`src/rtl/assert_macros.svh`:
```
// Assertion helpers; clk and rst_n are taken from the enclosing module.
`ifndef ASSERT_MACROS_SVH
`define ASSERT_MACROS_SVH

// Property must hold at every clock edge outside reset.
`define ASSERT_HOLDS(lbl, prop, msg) \
    lbl: assert property (@(posedge clk) disable iff (!rst_n) (prop)) else $error(msg);

// Condition must never be seen outside reset.
`define ASSERT_NEVER(lbl, cond, msg) \
    lbl: assert property (@(posedge clk) disable iff (!rst_n) !(cond)) else $error(msg);

`endif

```
`src/rtl/vpplt_pkg.sv`:
```
`default_nettype none
package vpplt_pkg;

    localparam int ADDR_W     = 14;
    localparam int VMEM_BYTES = 1 << ADDR_W;
    localparam int LINE_W     = 9;
    localparam int CIL_W      = 8;
    localparam int ACC_W      = CIL_W + 1;

    localparam int DEF_LINES_IN_FRAME = 262;
    localparam int DEF_CYCLES_IN_LINE = 228;
    localparam int DEF_SHOWN_LINES    = 192;

    typedef enum logic [1:0] {
        OP_PORT_READ  = 2'd0,
        OP_PORT_WRITE = 2'd1,
        OP_ADVANCE    = 2'd2,
        OP_VCOUNT     = 2'd3
    } op_t;

    localparam logic PORT_DATA = 1'b0;
    localparam logic PORT_CTRL = 1'b1;

    localparam logic [1:0] CMD_REG_WRITE = 2'd2;
    localparam logic [3:0] CODE_VMEM_MAX = 4'd2;
    localparam logic [3:0] CODE_COLOR    = 4'd3;

    localparam logic [3:0] REG_MODE0 = 4'd0;
    localparam logic [3:0] REG_MODE1 = 4'd1;
    localparam logic [3:0] REG_LINE  = 4'd10;

    localparam logic [7:0] MODE0_RESET = 8'h36;
    localparam logic [7:0] MODE1_RESET = 8'h80;
    localparam logic [7:0] LINE_RESET  = 8'hFF;

    localparam logic [4:0] STATUS_FILL = 5'h1F;
    localparam logic [7:0] VC_LOW      = 8'hDA;
    localparam logic [7:0] VC_HIGH     = 8'hE5;
    localparam logic [7:0] VC_JUMP     = 8'd6;

    localparam logic [4:0] CHAN_MID  = 5'(8 + 4);
    localparam logic [4:0] CHAN_HIGH = 5'(16 + 8 + 4 + 2);
    localparam logic [4:0] CHAN_FULL = 5'd31;

    typedef struct packed {
        logic [1:0] op;
        logic       port_sel;
        logic [7:0] write_data;
        logic [7:0] cycle_count;
    } item_t;

    typedef struct packed {
        logic [7:0]        read_data;
        logic              vblank_irq;
        logic              line_irq;
        logic              color_written;
        logic [4:0]        color_index;
        logic [15:0]       color_rgb565;
        logic [LINE_W-1:0] line_number;
    } result_t;

    typedef struct packed {
        logic load;
        logic exec;
        logic adv_step;
        logic adv_finish;
        logic rd_finish;
        logic clear_step;
        logic emit;
    } ctrl_cmd_t;

    typedef struct packed {
        logic [1:0] op;
        logic       port_sel;
        logic       acc_ge;
        logic       clear_last;
    } dp_status_t;

    function automatic logic [4:0] chan_expand(logic [1:0] c);
        logic [4:0] v;
        case (c)
            2'd0:    v = 5'd0;
            2'd1:    v = CHAN_MID;
            2'd2:    v = CHAN_HIGH;
            default: v = CHAN_FULL;
        endcase
        return v;
    endfunction

    // red 15:11, green 10:6, bit 5 clear, blue 4:0
    function automatic logic [15:0] to_rgb565(logic [7:0] v);
        return {chan_expand(v[1:0]), chan_expand(v[3:2]), 1'b0, chan_expand(v[5:4])};
    endfunction

endpackage
`default_nettype wire

```
`src/rtl/vpplt_ctrl.sv`:
```
`default_nettype none
module vpplt_ctrl (
    input  wire logic                  clk,
    input  wire logic                  rst_n,
    input  wire logic                  start,
    output logic                       busy,
    input  wire vpplt_pkg::dp_status_t status,
    output vpplt_pkg::ctrl_cmd_t       cmd
);

    typedef enum logic [4:0] {
        S_CLEAR  = 5'b00001,
        S_IDLE   = 5'b00010,
        S_EXEC   = 5'b00100,
        S_RDWAIT = 5'b01000,
        S_ADV    = 5'b10000
    } state_t;

    state_t state_reg, state_next;

    always_comb
    begin
        cmd        = '0;
        state_next = state_reg;
        unique case (state_reg)
            S_CLEAR:
            begin
                cmd.clear_step = 1'b1;
                if (status.clear_last)
                begin
                    state_next = S_IDLE;
                end
            end
            S_IDLE:
            begin
                if (start)
                begin
                    cmd.load   = 1'b1;
                    state_next = S_EXEC;
                end
            end
            S_EXEC:
            begin
                cmd.exec = 1'b1;
                if (status.op == vpplt_pkg::OP_PORT_READ &&
                    status.port_sel == vpplt_pkg::PORT_DATA)
                begin
                    state_next = S_RDWAIT;
                end
                else if (status.op == vpplt_pkg::OP_ADVANCE)
                begin
                    state_next = S_ADV;
                end
                else
                begin
                    cmd.emit   = 1'b1;
                    state_next = S_IDLE;
                end
            end
            S_RDWAIT:
            begin
                cmd.rd_finish = 1'b1;
                cmd.emit      = 1'b1;
                state_next    = S_IDLE;
            end
            S_ADV:
            begin
                if (status.acc_ge)
                begin
                    cmd.adv_step = 1'b1;
                end
                else
                begin
                    cmd.adv_finish = 1'b1;
                    cmd.emit       = 1'b1;
                    state_next     = S_IDLE;
                end
            end
            default:
            begin
                state_next = S_IDLE;
            end
        endcase
    end

    always_ff @(posedge clk or negedge rst_n)
    begin
        if (!rst_n)
        begin
            state_reg <= S_CLEAR;
        end
        else
        begin
            state_reg <= state_next;
        end
    end

    assign busy = (state_reg != S_IDLE);

endmodule
`default_nettype wire

```
`config.mk`:
```
export PLATFORM = sky130hd
export DESIGN_NAME = vpplt_ctrl
export DESIGN_NICKNAME = d
export VERILOG_FILES = /design/src/rtl/assert_macros.svh /design/src/rtl/vpplt_pkg.sv /design/src/rtl/vpplt_ctrl.sv
export SDC_FILE = /design/constraint.sdc
export NUM_CORES = 1
export LEC_CHECK = 0
export BUFFER_PORTS_ARGS = -buffer_cell sky130_fd_sc_hd__buf_2
export CORE_AREA = 3 3 40 42
export CTS_CLUSTER_DIAMETER = 200
export CTS_CLUSTER_SIZE = 8
export DETAILED_ROUTE_END_ITERATION = 7
export DIE_AREA = 0 0 43 45
export PLACE_DENSITY = 0.47
export SLEW_MARGIN = 20
export SYNTH_ARGS = -nofsm -noshare
export SYNTH_HDL_FRONTEND = slang
export SYNTH_SLANG_ARGS = --single-unit
```
`constraint.sdc`:
```
create_clock -name clk -period 4.3 [get_ports clk]
set_clock_uncertainty 0.1 [all_clocks]
set_input_delay 0.43 -clock clk [delete_from_list [all_inputs] [get_ports clk]]
set_output_delay 0.43 -clock clk [all_outputs]
set_load 0.1 [all_outputs]
```
---- After elaboration in Yosys (flattened, before gate mapping) ----
Index checks and enable logic that the tools add are counted.
Widths: inputs -> output; s select.
word-level totals
  output and inout port bits .............. 8
  bits in registers ....................... 5
  word-level logic and storage cells ...... 32
  input bits .............................. 8
cells by class
  bitwise gates (word level) .............. 1
  mux-type cells .......................... 17
  reductions and logical operators ........ 3
  equal/unequal tests ..................... 10
operators with widths
  kind                number
  $mux 5              5
  $pmux 5 s4          1
  $mux 1              9
  $ne 2x2->1 const B  3
  $eq 5x1->1 const B  1
  $eq 5x2->1 const B  1
  $eq 5x3->1 const B  1
  $eq 5x4->1 const B  1
  $eq 5x5->1 const B  1
  $ne 5x2->1 const B  1
  $pmux 1 s3          1
  $reduce_and 3->1    1
  $eq 2x2->1 const B  1
  $logic_not 2->1     1
  $mux 2              1
  $logic_and 1x1->1   1
  $not 1->1           1

---- Depth between registers and ports, before layout ----
  depth after elaboration ................. 4
  gate-level depth with buffers ........... 5
  gate-level depth less buffers ........... 5

---- Worst setup path after synthesis ----
OpenSTA, ideal clock, no wires.
  path type ............................... reg2out
  from .................................... register state_reg[4]
  to ...................................... output cmd[0] (netlist bit)
  slack ................................... -0.099 ns
  arrival time ............................ 3.869 ns
  required time ........................... 3.770 ns
  cell stages (with the launch flop) ...... 4
  path buffers ............................ 0
  path through ............................ dfrtp_1 -> or3_4 -> nor3b_1 -> a211o_1
RTL lines
  element                   RTL line          RTL
  start: declaration        vpplt_ctrl.sv:19  state_t state_reg, state_next;
  start signal: assignment  vpplt_ctrl.sv:94  state_reg <= state_next;
  end: declaration          vpplt_ctrl.sv:8   output vpplt_pkg::ctrl_cmd_t cmd

==> flow_metrics.py <==
metrics = {
    "cells_and_area": {
        "drive_gt1_share_pct": 57.4,
        "finalNetCount": 56,
        "area_growth_pct": 45.8,
        "insertedDiodeCount": 0,
        "largest_reg_flops": 5,
        "final_cells": 62,
    },
    "placement": {
        "place_hpwl_um": 657,
        "place.gp.congestion": 0.687,
        "io_buffer_count": 15,
        "dp.cells": 57,
    },
    "floorplan": {
        "core_um2": 1280,
        "num_rows": 13,
        "initial_core_util_pct": 23.2,
        "ioPinCount": 16,
        "die-height_um": 45,
        "die_w_um": 43,
        "fp.dieArea_um2": 1940,
    },
    "drt": {
        "drt-total-wl_um": 764,
        "drt_iter0_drc": 1,
        "avgViaCountPerCell": 4.73,
        "wl_per_cell_um": 12.3,
        "antenna_left": 0,
        "drtPass1Iterations": 2,
        "vias": 293,
        "drc": 0,
    },
    "pwr": {
        "power_uw": 290,
        "vdd_ir_drop_max_v": 0.000334,
        "p_per_area_nw_per_um2": 668,
        "leakage_uw": 0.000234,
    },
    "critical_path": {
        "crit_type": "reg2out",
        "critical_path_required_ns": 3.77,
        "endpoint_kind": "primary output",
        "start_kind": "flip-flop",
        "path_max_fanout": 4,
        "cp.arrival_ns": 1.82,
    },
    "yosys": {
        "syn_inst": 27,
        "synth.net_count": 35,
        "avgSynthCellArea_um2": 11.0,
        "synth-compound-area-share_pct": 13.9,
        "synth.top_cell.area_share_pct": 33.6,
        "syn-cell-area_um2": 298,
        "ys_types": 19,
        "yosys.area.top_type": "dfrtp_1",
        "ys_seq_area_share_pct": 42.4,
        "synth-simple-area-share_pct": 36.6,
        "synthMuxAreaShare_pct": 3.36,
        "synth_seq_cells": 5,
        "synthAdderAreaFrac_pct": 0,
        "yosys-top-cells-area": "dfrtp_1, dfstp_2, nor3b_4",
        "synth_xor_area_share_pct": 0,
        "synth_top_family_by_area": "simple AND/OR/NAND/NOR gates",
        "ys_warn_count": 0,
    },
    "sta": {
        "finalCritPeriodShare_pct": 54.5,
        "rsz0062_at_grt": "no",
        "tightest_slew_ns": 0.492,
        "max_freq_mhz": 426,
        "whs_ns": 0.265,
        "final_hold_viol_count": 0,
        "finalCriticalPeriod_ns": 2.35,
        "slew_viol_final": 0,
        "maxSlewHeadroom_pct": 67.4,
        "setup_viol": 0,
        "tns_ns": 0,
    },
    "grt": {
        "grt_max_degree": 6,
        "grt_usage_pct": 9.71,
        "grt_overflow_total": 0,
        "grt_pass1_vias": 288,
        "grt_pass1_wl_mm": 1.30,
        "antenna_found_initial": 0,
    },
    "cts": {
        "clockBufferDepth": 2,
        "cts_setup_buffers": 0,
        "cts_tree": "done",
        "clk_pin_slew_ns": 0.05,
        "cts-htree-levels": 1,
        "cts.sinks": 5,
        "numCtsBuffers": 3,
        "root_buffer": "clkbuf_4",
        "clk_latency_ns": 0.24,
    },
    "run": {
        "cap_violations": 0,
    },
    "hold_path": {
        "hp-class": "in2reg",
    },
    "outcome": {
        "outcome": "complete, no violations",
    },
}
-- synth_stat cells --
cell      count
inv_1         2
dfrtp_1       4
nor3_2        1
dfstp_2       1
nor3b_4       1
and2b_4       1
nand3b_1      2
and3_1        2
nor4_1        2
nand2_1       1
a211o_1       1
or3_4         1
nor3b_1       1
mux2i_1       1
o32ai_2       1
o32ai_1       1
nor2_1        2
a21o_1        1
inv_2         1
-- final timing paths --
path / slack, ns / cells after the start / end / startpoint
max in group asynchronous: 3.46 / 2 / state_reg[0] / rst_n
worst min-delay path: 0.27 / 2 / state_reg[3] / status[2]
worst min register to register: 0.52 / 1 / state_reg[2] / state_reg[1]
worst max register to register: 2.76 / 4 / state_reg[1] / state_reg[3]
min in group asynchronous: 0.43 / 2 / state_reg[2] / rst_n
worst max-delay path: 1.95 / 4 / cmd[0] / state_reg[4]
-- layer usage --
metal | GRT usage, % | wire length [um]
met2 | 14.1 | 417
met3 | 5.18 | 36
met5 | 0 | 0
met1 | 10.8 | 310
met4 | 7.23 | 0
-- critical path: stages (launching register included) --
cell and delay [ns]:
dfrtp_1 0.40, or3_4 0.42, nor3b_2 0.22, a211o_1 0.12, buf_2 0.42
-- layout by cell type (no fill, tap or decap), drive strengths merged --
cell type | Yosys | routed
nor3 | 1 | 1
and3 | 2 | 2
dfrtp | 4 | 4
nand2 | 1 | 1
buf | 0 | 15
nor2 | 2 | 2
inv | 3 | 3
a211o | 1 | 1
nor3b | 2 | 2
dfstp | 1 | 1
a21o | 1 | 1
and2b | 1 | 1
mux2i | 1 | 1
or3 | 1 | 1
clkbuf | 0 | 3
dlygate4sd3 | 0 | 1
nor4 | 2 | 2
nand3b | 2 | 2
clkinv | 0 | 1
o32ai | 2 | 2
-- logic make-up after synthesis --
family | Yosys count
buf+inv | 3
flops | 5
mux | 1
simple gates | 14
compound gates | 4
-- stage by stage --
stage	area, um^2	utilization (%)	worst slack, ns
final	434	33.8	1.95
after detailed placement	397	30.9	2.20
after floorplan	303	-	0.953
after CTS	434	33.8	1.93
after global placement	397	30.9	2.25
after global routing	434	33.8	1.86
-- power breakdown --
group	switching, uW	total [uW]	internal (uW)
registers	11.1	67.1	55.9
logic	131	170	38.3
clock network	19.7	53.4	33.7
-- cell type report --
cell class	count	area, um^2
Tap cell	15	18.8
Multi-Input combinational cell	19	165
Sequential cell	5	126
Timing Repair Buffer	16	85.1
Fill cell	141	851
Inverter	3	11.3
Clock buffer	3	22.5
Clock inverter	1	5.00
-- what timing repair did --
action	CTS	global route
hold buffers	1	0
gates resized for setup	0	0
endpoints found under the hold margin	4	0
Power figures use the tool's default switching activity.
