**src/rtl/assert_macros.svh**
```systemverilog
// Assertion helpers; clk and rst_n are taken from the enclosing module.
`ifndef ASSERT_MACROS_SVH
`define ASSERT_MACROS_SVH

// Property must hold at every clock edge outside reset.
`define ASSERT_HOLDS(lbl, prop, msg) \
    lbl: assert property (@(posedge clk) disable iff (!rst_n) (prop)) else $error(msg);

// Condition must never be seen outside reset.
`define ASSERT_NEVER(lbl, cond, msg) \
    lbl: assert property (@(posedge clk) disable iff (!rst_n) !(cond)) else $error(msg);

`endif

```
**src/rtl/vpplt_pkg.sv**
```systemverilog
`default_nettype none
package vpplt_pkg;

    localparam int ADDR_W     = 14;
    localparam int VMEM_BYTES = 1 << ADDR_W;
    localparam int LINE_W     = 9;
    localparam int CIL_W      = 8;
    localparam int ACC_W      = CIL_W + 1;

    localparam int DEF_LINES_IN_FRAME = 262;
    localparam int DEF_CYCLES_IN_LINE = 228;
    localparam int DEF_SHOWN_LINES    = 192;

    typedef enum logic [1:0] {
        OP_PORT_READ  = 2'd0,
        OP_PORT_WRITE = 2'd1,
        OP_ADVANCE    = 2'd2,
        OP_VCOUNT     = 2'd3
    } op_t;

    localparam logic PORT_DATA = 1'b0;
    localparam logic PORT_CTRL = 1'b1;

    localparam logic [1:0] CMD_REG_WRITE = 2'd2;
    localparam logic [3:0] CODE_VMEM_MAX = 4'd2;
    localparam logic [3:0] CODE_COLOR    = 4'd3;

    localparam logic [3:0] REG_MODE0 = 4'd0;
    localparam logic [3:0] REG_MODE1 = 4'd1;
    localparam logic [3:0] REG_LINE  = 4'd10;

    localparam logic [7:0] MODE0_RESET = 8'h36;
    localparam logic [7:0] MODE1_RESET = 8'h80;
    localparam logic [7:0] LINE_RESET  = 8'hFF;

    localparam logic [4:0] STATUS_FILL = 5'h1F;
    localparam logic [7:0] VC_LOW      = 8'hDA;
    localparam logic [7:0] VC_HIGH     = 8'hE5;
    localparam logic [7:0] VC_JUMP     = 8'd6;

    localparam logic [4:0] CHAN_MID  = 5'(8 + 4);
    localparam logic [4:0] CHAN_HIGH = 5'(16 + 8 + 4 + 2);
    localparam logic [4:0] CHAN_FULL = 5'd31;

    typedef struct packed {
        logic [1:0] op;
        logic       port_sel;
        logic [7:0] write_data;
        logic [7:0] cycle_count;
    } item_t;

    typedef struct packed {
        logic [7:0]        read_data;
        logic              vblank_irq;
        logic              line_irq;
        logic              color_written;
        logic [4:0]        color_index;
        logic [15:0]       color_rgb565;
        logic [LINE_W-1:0] line_number;
    } result_t;

    typedef struct packed {
        logic load;
        logic exec;
        logic adv_step;
        logic adv_finish;
        logic rd_finish;
        logic clear_step;
        logic emit;
    } ctrl_cmd_t;

    typedef struct packed {
        logic [1:0] op;
        logic       port_sel;
        logic       acc_ge;
        logic       clear_last;
    } dp_status_t;

    function automatic logic [4:0] chan_expand(logic [1:0] c);
        logic [4:0] v;
        case (c)
            2'd0:    v = 5'd0;
            2'd1:    v = CHAN_MID;
            2'd2:    v = CHAN_HIGH;
            default: v = CHAN_FULL;
        endcase
        return v;
    endfunction

    // red 15:11, green 10:6, bit 5 clear, blue 4:0
    function automatic logic [15:0] to_rgb565(logic [7:0] v);
        return {chan_expand(v[1:0]), chan_expand(v[3:2]), 1'b0, chan_expand(v[5:4])};
    endfunction

endpackage
`default_nettype wire

```
**src/rtl/vpplt_datapath.sv**
```systemverilog
`default_nettype none
`include "assert_macros.svh"
module vpplt_datapath #(
    parameter int LINES_IN_FRAME = vpplt_pkg::DEF_LINES_IN_FRAME,
    parameter int CYCLES_IN_LINE = vpplt_pkg::DEF_CYCLES_IN_LINE,
    parameter int SHOWN_LINES    = vpplt_pkg::DEF_SHOWN_LINES
) (
    input  wire logic                            clk,
    input  wire logic                            rst_n,
    input  wire vpplt_pkg::item_t                item,
    input  wire vpplt_pkg::ctrl_cmd_t            cmd,
    output vpplt_pkg::dp_status_t                status,
    output logic                                 ram_we,
    output logic [vpplt_pkg::ADDR_W-1:0]         ram_waddr,
    output logic [7:0]                           ram_wdata,
    output logic [vpplt_pkg::ADDR_W-1:0]         ram_raddr,
    input  wire logic [7:0]                      ram_rdata,
    output vpplt_pkg::result_t                   result,
    output logic                                 done
);

    localparam int AW = vpplt_pkg::ADDR_W;
    localparam int LW = vpplt_pkg::LINE_W;
    localparam int CW = vpplt_pkg::CIL_W;
    localparam int XW = vpplt_pkg::ACC_W;
    localparam logic [LW-1:0] LINES_L = LW'(LINES_IN_FRAME);
    localparam logic [LW-1:0] SHOWN_L = LW'(SHOWN_LINES);
    localparam logic [XW-1:0] CYC_X   = XW'(CYCLES_IN_LINE);
    localparam logic [CW-1:0] CYC_C   = CW'(CYCLES_IN_LINE);

    vpplt_pkg::item_t   req_reg, req_next;
    vpplt_pkg::result_t result_reg, result_next;
    logic [AW-1:0] addr_reg, addr_next;
    logic [AW-1:0] clr_reg, clr_next;
    logic [3:0]    code_reg, code_next;
    logic          first_reg, first_next;
    logic [LW-1:0] line_reg, line_next;
    logic [CW-1:0] cil_reg, cil_next;
    logic [XW-1:0] acc_reg, acc_next;
    logic [1:0]    status_reg, status_next;
    logic          vpend_reg, vpend_next;
    logic          lpend_reg, lpend_next;
    logic [7:0]    mode0_reg, mode0_next;
    logic [7:0]    mode1_reg, mode1_next;
    logic [7:0]    linecmp_reg, linecmp_next;
    logic          done_reg;

    logic [7:0]    rd;
    logic          cw;
    logic [4:0]    cidx;
    logic [15:0]   crgb;
    logic [LW-1:0] line_inc;
    logic [LW-1:0] vline;
    logic [7:0]    wd;

    assign wd = req_reg.write_data;

    always_comb
    begin
        req_next     = cmd.load ? item : req_reg;
        addr_next    = addr_reg;
        clr_next     = clr_reg;
        code_next    = code_reg;
        first_next   = first_reg;
        line_next    = line_reg;
        cil_next     = cil_reg;
        acc_next     = acc_reg;
        status_next  = status_reg;
        vpend_next   = vpend_reg;
        lpend_next   = lpend_reg;
        mode0_next   = mode0_reg;
        mode1_next   = mode1_reg;
        linecmp_next = linecmp_reg;
        ram_we       = 1'b0;
        ram_waddr    = addr_reg;
        ram_wdata    = wd;
        rd           = 8'd0;
        cw           = 1'b0;
        cidx         = 5'd0;
        crgb         = 16'd0;

        line_inc = line_reg + 1'b1;
        if (line_inc >= LINES_L)
        begin
            line_inc = '0;
        end

        vline = line_reg;
        if (line_reg > LW'(vpplt_pkg::VC_LOW) && line_reg < LW'(vpplt_pkg::VC_HIGH))
        begin
            vline = line_reg - LW'(vpplt_pkg::VC_JUMP);
        end

        if (cmd.clear_step)
        begin
            clr_next  = clr_reg + 1'b1;
            ram_we    = 1'b1;
            ram_waddr = clr_reg;
            ram_wdata = 8'd0;
        end

        if (cmd.exec)
        begin
            case (req_reg.op)
                vpplt_pkg::OP_PORT_READ:
                begin
                    // data-port reads finish once the memory has answered
                    if (req_reg.port_sel == vpplt_pkg::PORT_CTRL)
                    begin
                        rd          = {status_reg, 1'b0, vpplt_pkg::STATUS_FILL};
                        status_next = 2'b00;
                        vpend_next  = 1'b0;
                        lpend_next  = 1'b0;
                        first_next  = 1'b1;
                    end
                end
                vpplt_pkg::OP_PORT_WRITE:
                begin
                    if (req_reg.port_sel == vpplt_pkg::PORT_DATA)
                    begin
                        if (code_reg <= vpplt_pkg::CODE_VMEM_MAX)
                        begin
                            ram_we = 1'b1;
                        end
                        else if (code_reg == vpplt_pkg::CODE_COLOR)
                        begin
                            cw   = 1'b1;
                            cidx = addr_reg[4:0];
                            crgb = vpplt_pkg::to_rgb565(wd);
                        end
                        addr_next  = addr_reg + 1'b1;
                        first_next = 1'b1;
                    end
                    else if (first_reg)
                    begin
                        addr_next  = {addr_reg[AW-1:8], wd};
                        first_next = 1'b0;
                    end
                    else
                    begin
                        first_next = 1'b1;
                        addr_next  = {wd[5:0], addr_reg[7:0]};
                        if (wd[7:6] == vpplt_pkg::CMD_REG_WRITE)
                        begin
                            code_next = {wd[5:4], 2'b00};
                            // only the registers the timer looks at are kept
                            unique case (wd[3:0])
                                vpplt_pkg::REG_MODE0: mode0_next   = addr_reg[7:0];
                                vpplt_pkg::REG_MODE1: mode1_next   = addr_reg[7:0];
                                vpplt_pkg::REG_LINE:  linecmp_next = addr_reg[7:0];
                                default: ;
                            endcase
                        end
                        else
                        begin
                            code_next = {2'b00, wd[7:6]};
                        end
                    end
                end
                vpplt_pkg::OP_ADVANCE:
                begin
                    acc_next = {1'b0, cil_reg} + {1'b0, req_reg.cycle_count};
                end
                default:
                begin
                    rd = vline[7:0];
                end
            endcase
        end

        // one line boundary per cycle
        if (cmd.adv_step)
        begin
            acc_next  = acc_reg - CYC_X;
            line_next = line_inc;
            if (line_inc == SHOWN_L)
            begin
                status_next[1] = 1'b1;
                if (mode1_reg[5])
                begin
                    vpend_next = 1'b1;
                end
            end
            if (line_inc == {1'b0, linecmp_reg})
            begin
                status_next[0] = 1'b1;
                if (mode0_reg[4])
                begin
                    lpend_next = 1'b1;
                end
            end
        end

        if (cmd.adv_finish)
        begin
            cil_next = acc_reg[CW-1:0];
        end

        if (cmd.rd_finish)
        begin
            rd         = ram_rdata;
            addr_next  = addr_reg + 1'b1;
            first_next = 1'b1;
        end

        result_next.read_data     = rd;
        result_next.vblank_irq    = vpend_next;
        result_next.line_irq      = lpend_next;
        result_next.color_written = cw;
        result_next.color_index   = cidx;
        result_next.color_rgb565  = crgb;
        result_next.line_number   = line_next;
    end

    always_ff @(posedge clk or negedge rst_n)
    begin
        if (!rst_n)
        begin
            addr_reg    <= '0;
            clr_reg     <= '0;
            code_reg    <= '0;
            first_reg   <= 1'b1;
            line_reg    <= '0;
            cil_reg     <= '0;
            status_reg  <= '0;
            vpend_reg   <= 1'b0;
            lpend_reg   <= 1'b0;
            mode0_reg   <= vpplt_pkg::MODE0_RESET;
            mode1_reg   <= vpplt_pkg::MODE1_RESET;
            linecmp_reg <= vpplt_pkg::LINE_RESET;
            done_reg    <= 1'b0;
        end
        else
        begin
            addr_reg    <= addr_next;
            clr_reg     <= clr_next;
            code_reg    <= code_next;
            first_reg   <= first_next;
            line_reg    <= line_next;
            cil_reg     <= cil_next;
            status_reg  <= status_next;
            vpend_reg   <= vpend_next;
            lpend_reg   <= lpend_next;
            mode0_reg   <= mode0_next;
            mode1_reg   <= mode1_next;
            linecmp_reg <= linecmp_next;
            done_reg    <= cmd.emit;
        end
    end

    always_ff @(posedge clk)
    begin
        req_reg <= req_next;
        acc_reg <= acc_next;
        if (cmd.emit)
        begin
            result_reg <= result_next;
        end
    end

    assign ram_raddr         = addr_reg;
    assign status.op         = req_reg.op;
    assign status.port_sel   = req_reg.port_sel;
    assign status.acc_ge     = (acc_reg >= CYC_X);
    assign status.clear_last = &clr_reg;
    assign result            = result_reg;
    assign done              = done_reg;

    `ASSERT_NEVER(a_done_twice, done_reg && $past(done_reg), "result strobe held for two cycles")
    `ASSERT_HOLDS(a_line_range, line_reg < LINES_L, "scanline beyond frame")
    `ASSERT_HOLDS(a_cil_range, cil_reg < CYC_C, "line cycle count beyond line length")

endmodule
`default_nettype wire

```
**config.mk**
```make
export PLATFORM = sky130hd
export DESIGN_NAME = vpplt_datapath
export DESIGN_NICKNAME = d
export VERILOG_FILES = /design/src/rtl/vpplt_pkg.sv /design/src/rtl/vpplt_datapath.sv
export VERILOG_INCLUDE_DIRS = /design/src /design/src/rtl
export SDC_FILE = /design/constraint.sdc
export NUM_CORES = 1
export LEC_CHECK = 0
export ABC_AREA = 1
export CAP_MARGIN = 20
export CORE_ASPECT_RATIO = 1.75
export CORE_MARGIN = 1
export CORE_UTILIZATION = 56
export DETAILED_ROUTE_END_ITERATION = 10
export DONT_BUFFER_PORTS = 1
export MAX_ROUTING_LAYER = met4
export PLACE_DENSITY = 0.71
export SLEW_MARGIN = 20
export SYNTH_ARGS = -nofsm -noshare
export SYNTH_HDL_FRONTEND = slang
export SYNTH_SLANG_ARGS = --single-unit
```
**constraint.sdc**
```tcl
create_clock -name clk -period 4.01 [get_ports clk]
set_input_delay 0.6015 -clock clk [delete_from_list [all_inputs] [get_ports clk]]
set_output_delay 0.6015 -clock clk [all_outputs]
set_load 0.02 [all_outputs]
```
# After elaboration in Yosys (flattened, before gate mapping)
# Cells that the tools add are included.
[totals] word_cells=133 in_bits=36 regBits=143
[op_classes] n_bitwise=4 n_reduce_logical=23 muxes=51 magnitude_cmp=5 addsub=6 eq_ne=17
[ops] cell="$mux W14" count=6
[ops] cell="$mux W9" count=5
[ops] cell="$pmux W5 S3" count=3
[ops] cell="$mux W8" count=5
[ops] cell="$add A14 B1 Y14 const B" count=2
[ops] cell="$mux W1" count=25
[ops] cell="$reduce_and A6 Y1" count=3
[ops] cell="$pmux W8 S2" count=1
[ops] cell="$reduce_and A14 Y1" count=1
[ops] cell="$eq A2 B2 Y1 const B" count=5
[ops] cell="$add A8 B8 Y9" count=1
[ops] cell="$add A9 B1 Y9 const B" count=1
[ops] cell="$eq A9 B8 Y1" count=1
[ops] cell="$eq A9 B8 Y1 const B" count=1
[ops] cell="$ge A9 B8 Y1 const B" count=1
[ops] cell="$ge A9 B9 Y1 const B" count=1
[ops] cell="$gt A9 B8 Y1 const B" count=1
[ops] cell="$lt A9 B8 Y1 const B" count=1
[ops] cell="$reduce_and A3 Y1" count=3
[ops] cell="$sub A9 B8 Y9 const B" count=1
[ops] cell="$eq A2 B1 Y1 const B" count=4
[ops] cell="$logic_not A2 Y1" count=4
[ops] cell="$mux W2" count=4
[ops] cell="$reduce_bool A2 Y1" count=4
[ops] cell="18 further kinds" count=22

# Depth between registers and ports, before layout
[logic_depth] ltp_word=6 ltp_mapped=17

# Worst setup path after synthesis
# No wires, ideal clock.
[synth_path] path_kind="register to register" from="reg line_reg[0]" to="reg result_reg (netlist bit result[31]) (data pin)" arrival_time_ps=2044 slack_ps=1708 path_stages_with_launch=16 n_path_buf=0 required_ps=3753 period_less_slack_ps=2302 setup_time_ps=257 cell_sequence="dfrtp_1 > inv_1 > ha_1 > inv_1 > or2_2 > nand2_1 > nand2_1 > nor2_1 > nand3_2 > nand2_4 > nand2_1 > or2_1 > nand3_1 > nor2_2 > nand3_1 > nand2_1"
[synth_via] elab_chain_len=6
[synth_rtl] element="start: declaration" line_no="vpplt_datapath.sv:37" text="logic [LW-1:0] line_reg, line_next;"
[synth_rtl] element="start signal: assignment" line_no="vpplt_datapath.sv:239" text="line_reg <= line_next;"
[synth_rtl] element="$add A9 B1 Y9 *" line_no="vpplt_datapath.sv:82" text="line_inc = line_reg + 1'b1;"
[synth_rtl] element="$ge A9 B9 Y1" line_no="vpplt_datapath.sv:83" text="if (line_inc >= LINES_L)"
[synth_rtl] element="$mux W9 *" line_no="vpplt_datapath.sv:83"
[synth_rtl] element="$eq A9 B8 Y1 *" line_no="vpplt_datapath.sv:184" text="if (line_inc == {1'b0, linecmp_reg})"
[synth_rtl] element="$mux W1 *" line_no="vpplt_datapath.sv:184"
[synth_rtl] element="$mux W1 *" line_no="vpplt_datapath.sv:172" text="if (cmd.adv_step)"
[synth_rtl] element="named net lpend_next" line_no="vpplt_datapath.sv:42" text="logic lpend_reg, lpend_next;"
[synth_rtl] element="end signal: assignment" line_no="vpplt_datapath.sv:257" text="result_reg <= result_next;"
[synth_rtl] element="end: declaration" line_no="vpplt_datapath.sv:32" text="vpplt_pkg::result_t result_reg, result_next;"
# The timed path passes the listed nets; every way through them passes the cells marked *.
# A chain may end at the register's enable or synchronous reset.

# Worst setup path in the final report
[layout_path] from="reg req_reg (netlist bit status[4])" to="out ram_we"
[layout_via] elab_chain_len=3
[layout_rtl] element="start: declaration" line_no="vpplt_datapath.sv:31" text="vpplt_pkg::item_t req_reg, req_next;"
[layout_rtl] element="start signal: assignment" line_no="vpplt_datapath.sv:253" text="req_reg <= req_next;"
[layout_rtl] element="$eq A2 B1 Y1" line_no="vpplt_datapath.sv:104" text="case (req_reg.op)"
[layout_rtl] element="$mux W1" line_no="vpplt_datapath.sv:104"
[layout_rtl] element="$mux W1" line_no="vpplt_datapath.sv:102" text="if (cmd.exec)"
[layout_rtl] element="end: declaration" line_no="vpplt_datapath.sv:13" text="output logic ram_we,"
# No other way between the ends.

==> results.sh <==
export IMPL_first_iter_violations=236
export IMPL_cts_resized_gates=0
export IMPL_grt_overflow=0
export IMPL_drtPass1Iterations=6
export IMPL_place_hpwl_um=10700
export IMPL_fin_nets=739
export IMPL_grt_start_max_net_pins=56
export IMPL_avgViaCountPerCell=5.73
export IMPL_cp_start_kind="flop"
export IMPL_p_per_area_nw_per_um2=591
export IMPL_finalHoldViolations=0
export IMPL_core_area_sq_um=11100
export IMPL_layout_min_cycle_time_ps=2710
export IMPL_ctsHoldBuffers=1
export IMPL_cp_arrival_ps=2110
export IMPL_num_io_pins=120
export IMPL_slew_headroom_pct=53.2
export IMPL_slowest_stage="edfxtp_1"
export IMPL_syn_inst=689
export IMPL_postSynth_asyncResetShare_pct=51.2
export IMPL_area_growth_pct=9.55
export IMPL_insertion_delay_ps=410
export IMPL_wirelength_um=14400
export IMPL_fin_util_pct=63.0
export IMPL_worstPathCellList="nor2_1, inv_2, nor2_1, inv_1, nor4_1, nand2_1, nand2_1"
export IMPL_synth_flop_cell="edfxtp_1"
export IMPL_n_fill_cell=976
export IMPL_grt_pass1_wl_um=23100
export IMPL_rsz0062_at_grt="no"
export IMPL_crit_buf_inv=2
export IMPL_start_util_pct=57.5
export IMPL_worst_pin_slew_ps=694
export IMPL_peakVddDrop_v=0.000425
export IMPL_cts_tree="built"
export IMPL_synth_edf_count=62
export IMPL_post_synth_cell_area_avg_sq_um=9.27
export IMPL_setup_viol=0
export IMPL_postCtsSetupRepairBufs=0
export IMPL_path_max_fanout=7
export IMPL_path_class="reg -> out"
export IMPL_ys_seq_elements=127
export IMPL_cts_sinks=127
export IMPL_cts_root_buf="clkbuf_16"
export IMPL_synth_nets=744
export IMPL_critPathMaxStageDelay_ps=570
export IMPL_layout_cells_non_filler=830
export IMPL_synth_warnings=0
export IMPL_maxCapViolations=0
export IMPL_placed_area_sq_um=6410
export IMPL_fmaxAchievable_ghz=0.369
export IMPL_setup_worst_path_end_class="primary output"
export IMPL_period_share_pct=67.5
export IMPL_finalPower_uw=4130
export IMPL_worstPathRequired_ps=3410
export IMPL_rows=51
export IMPL_outcome="completed"
export IMPL_wl_per_cell_um=17.4
export IMPL_syn_area_sq_um=6380
export IMPL_drc=0
export IMPL_skew_ps=9.02
export IMPL_path_delay_family="simple AND/OR/NAND/NOR gates"
export IMPL_synth_sequential_area_ratio_pct=54.8
export IMPL_grt_pass1_vias=4794
export IMPL_port_buffer_count=0
export IMPL_grt_antenna_before_repair=1
export IMPL_vias=4757
export IMPL_dieHeight_um=143
export IMPL_postRouteAntennaNets=0
export IMPL_setup_tns_ps=0
export IMPL_clk_pin_slew_ps=60
export IMPL_dp_cells=796
export IMPL_drv_slew=0
export IMPL_fin_area_sq_um=6990
export IMPL_die_area_sq_um=11800
export IMPL_final_common_cell="nand2_1"
export IMPL_synth_distinct_cells=48
export IMPL_cts_buffers=17
export IMPL_track_usage_pct=27.4
export IMPL_die_w_um=82.7
export IMPL_most_common_layout_cells="nand2_1 (147), inv_1 (75), nor2_1 (64), o21ai_0 (63), edfxtp_1 (62)"
export IMPL_hold_class="in -> async"
export IMPL_gp_congestion=0.932
export IMPL_cts_buffer_depth=2
export IMPL_drive_gt1_share_pct=10.5
export IMPL_ctsHtreeMaxLevel=4
export IMPL_largest_register_ffs=34
export IMPL_p_leak_uw=0.00309
## power by group
| part | internal [uW] | switching [uW] |
|---|---|---|
| registers | 1580 | 289 |
| logic | 281 | 546 |
| clock network | 864 | 571 |
## synth_stat cells (2+ instances only)
cell | n | area, sq um
nand2_1 | 147 | 552
inv_1 | 75 | 282
nor2_1 | 64 | 240
o21ai_0 | 64 | 320
edfxtp_1 | 62 | 1860
dfrtp_1 | 55 | 1380
a21oi_1 | 33 | 165
nand3_1 | 30 | 150
ha_1 | 18 | 225
xor2_1 | 14 | 123
buf_4 | 10 | 75.1
dfstp_2 | 10 | 263
a22oi_1 | 9 | 67.6
clkbuf_1 | 9 | 33.8
nor3_1 | 9 | 45.0
o21ai_2 | 8 | 70.1
nand4_1 | 6 | 37.5
nor2_2 | 6 | 37.5
xnor2_1 | 6 | 52.6
mux2_2 | 4 | 45.0
nand2_2 | 4 | 25.0
o22ai_1 | 4 | 25.0
buf_2 | 3 | 15.0
inv_2 | 3 | 11.3
nand3_2 | 3 | 30.0
nand3b_1 | 3 | 22.5
buf_1 | 2 | 7.51
nor4_1 | 2 | 12.5
o21a_1 | 2 | 15.0
o21ai_1 | 2 | 10.0
o21bai_1 | 2 | 15.0
o31ai_1 | 2 | 15.0
or2_1 | 2 | 12.5
or2_2 | 2 | 12.5
## metrics by stage
stage                     setup WS [ps]  hold slack [ps]
after floorplan                    1710              306
after global placement             1530              308
after detailed placement           1460              308
after CTS                          1290             21.3
after global routing               1170             20.3
final                              1300             34.7
## final cells by class
type	count	area, sq um	share of cell area [%]
antenna	1	2.50	0.0358
timing repair buffer	1	27.5	0.394
clock buffer	18	439	6.28
multi-input combinational	459	2450	35.0
clock inverter	14	118	1.68
sequential	127	3500	50.1
inverter	78	293	4.19
tap	132	165	2.36
## worst register-to-register path: stages (launching register included)
cell and delay (ps):
dfrtp_1 510, inv_1 130, ha_1 290, inv_1 50
or2_2 260, nand2_1 70, nand2_1 50, nor2_1 130
nand3_2 110, nand2_4 130, nand2_1 100, or2_1 220
nand3_1 100, nor2_2 60, nand3_1 60, nand2_1 60
## cell families (layout without fill, tap and decap cells)
family,Yosys count,in the layout,share of synthesized area (%)
buffers and inverters,103,111,6.82
XOR/XNOR,20,20,2.74
AO/OA/AOI/OAI,131,131,11.6
flip-flops,127,127,54.8
other,1,2,0.0587
multiplexers,5,5,0.862
AND/OR/NAND/NOR,283,283,19.2
adder cells (fa/ha/maj),19,19,3.84
## worst paths after layout
| path | slack (ps) | cells past startpoint | startpoint | end |
|---|---|---|---|---|
| setup reg to reg | 1440 | 15 | line_reg[0] | result[31] |
| hold / removal | 30 | 0 | rst_n | linecmp_reg[0] |
| setup / recovery | 1300 | 7 | status[4] | ram_we |
| hold reg to reg | 490 | 2 | linecmp_reg[1] | linecmp_reg[1] |
| min in group clk | 220 | 0 | cmd[0] | done |
| max in group asynchronous | 3700 | 1 | rst_n | clr_reg[10] |
## per-layer routing
metal  global-route usage, %  vias up  wire (um)
li1                        -     2281          -
met1                    27.2     2286       5290
met2                    47.6      155       7880
met3                    6.71       35        726
met4                    15.0        0        537
met5                       -        -          0
(Power assumes the default switching activity.)
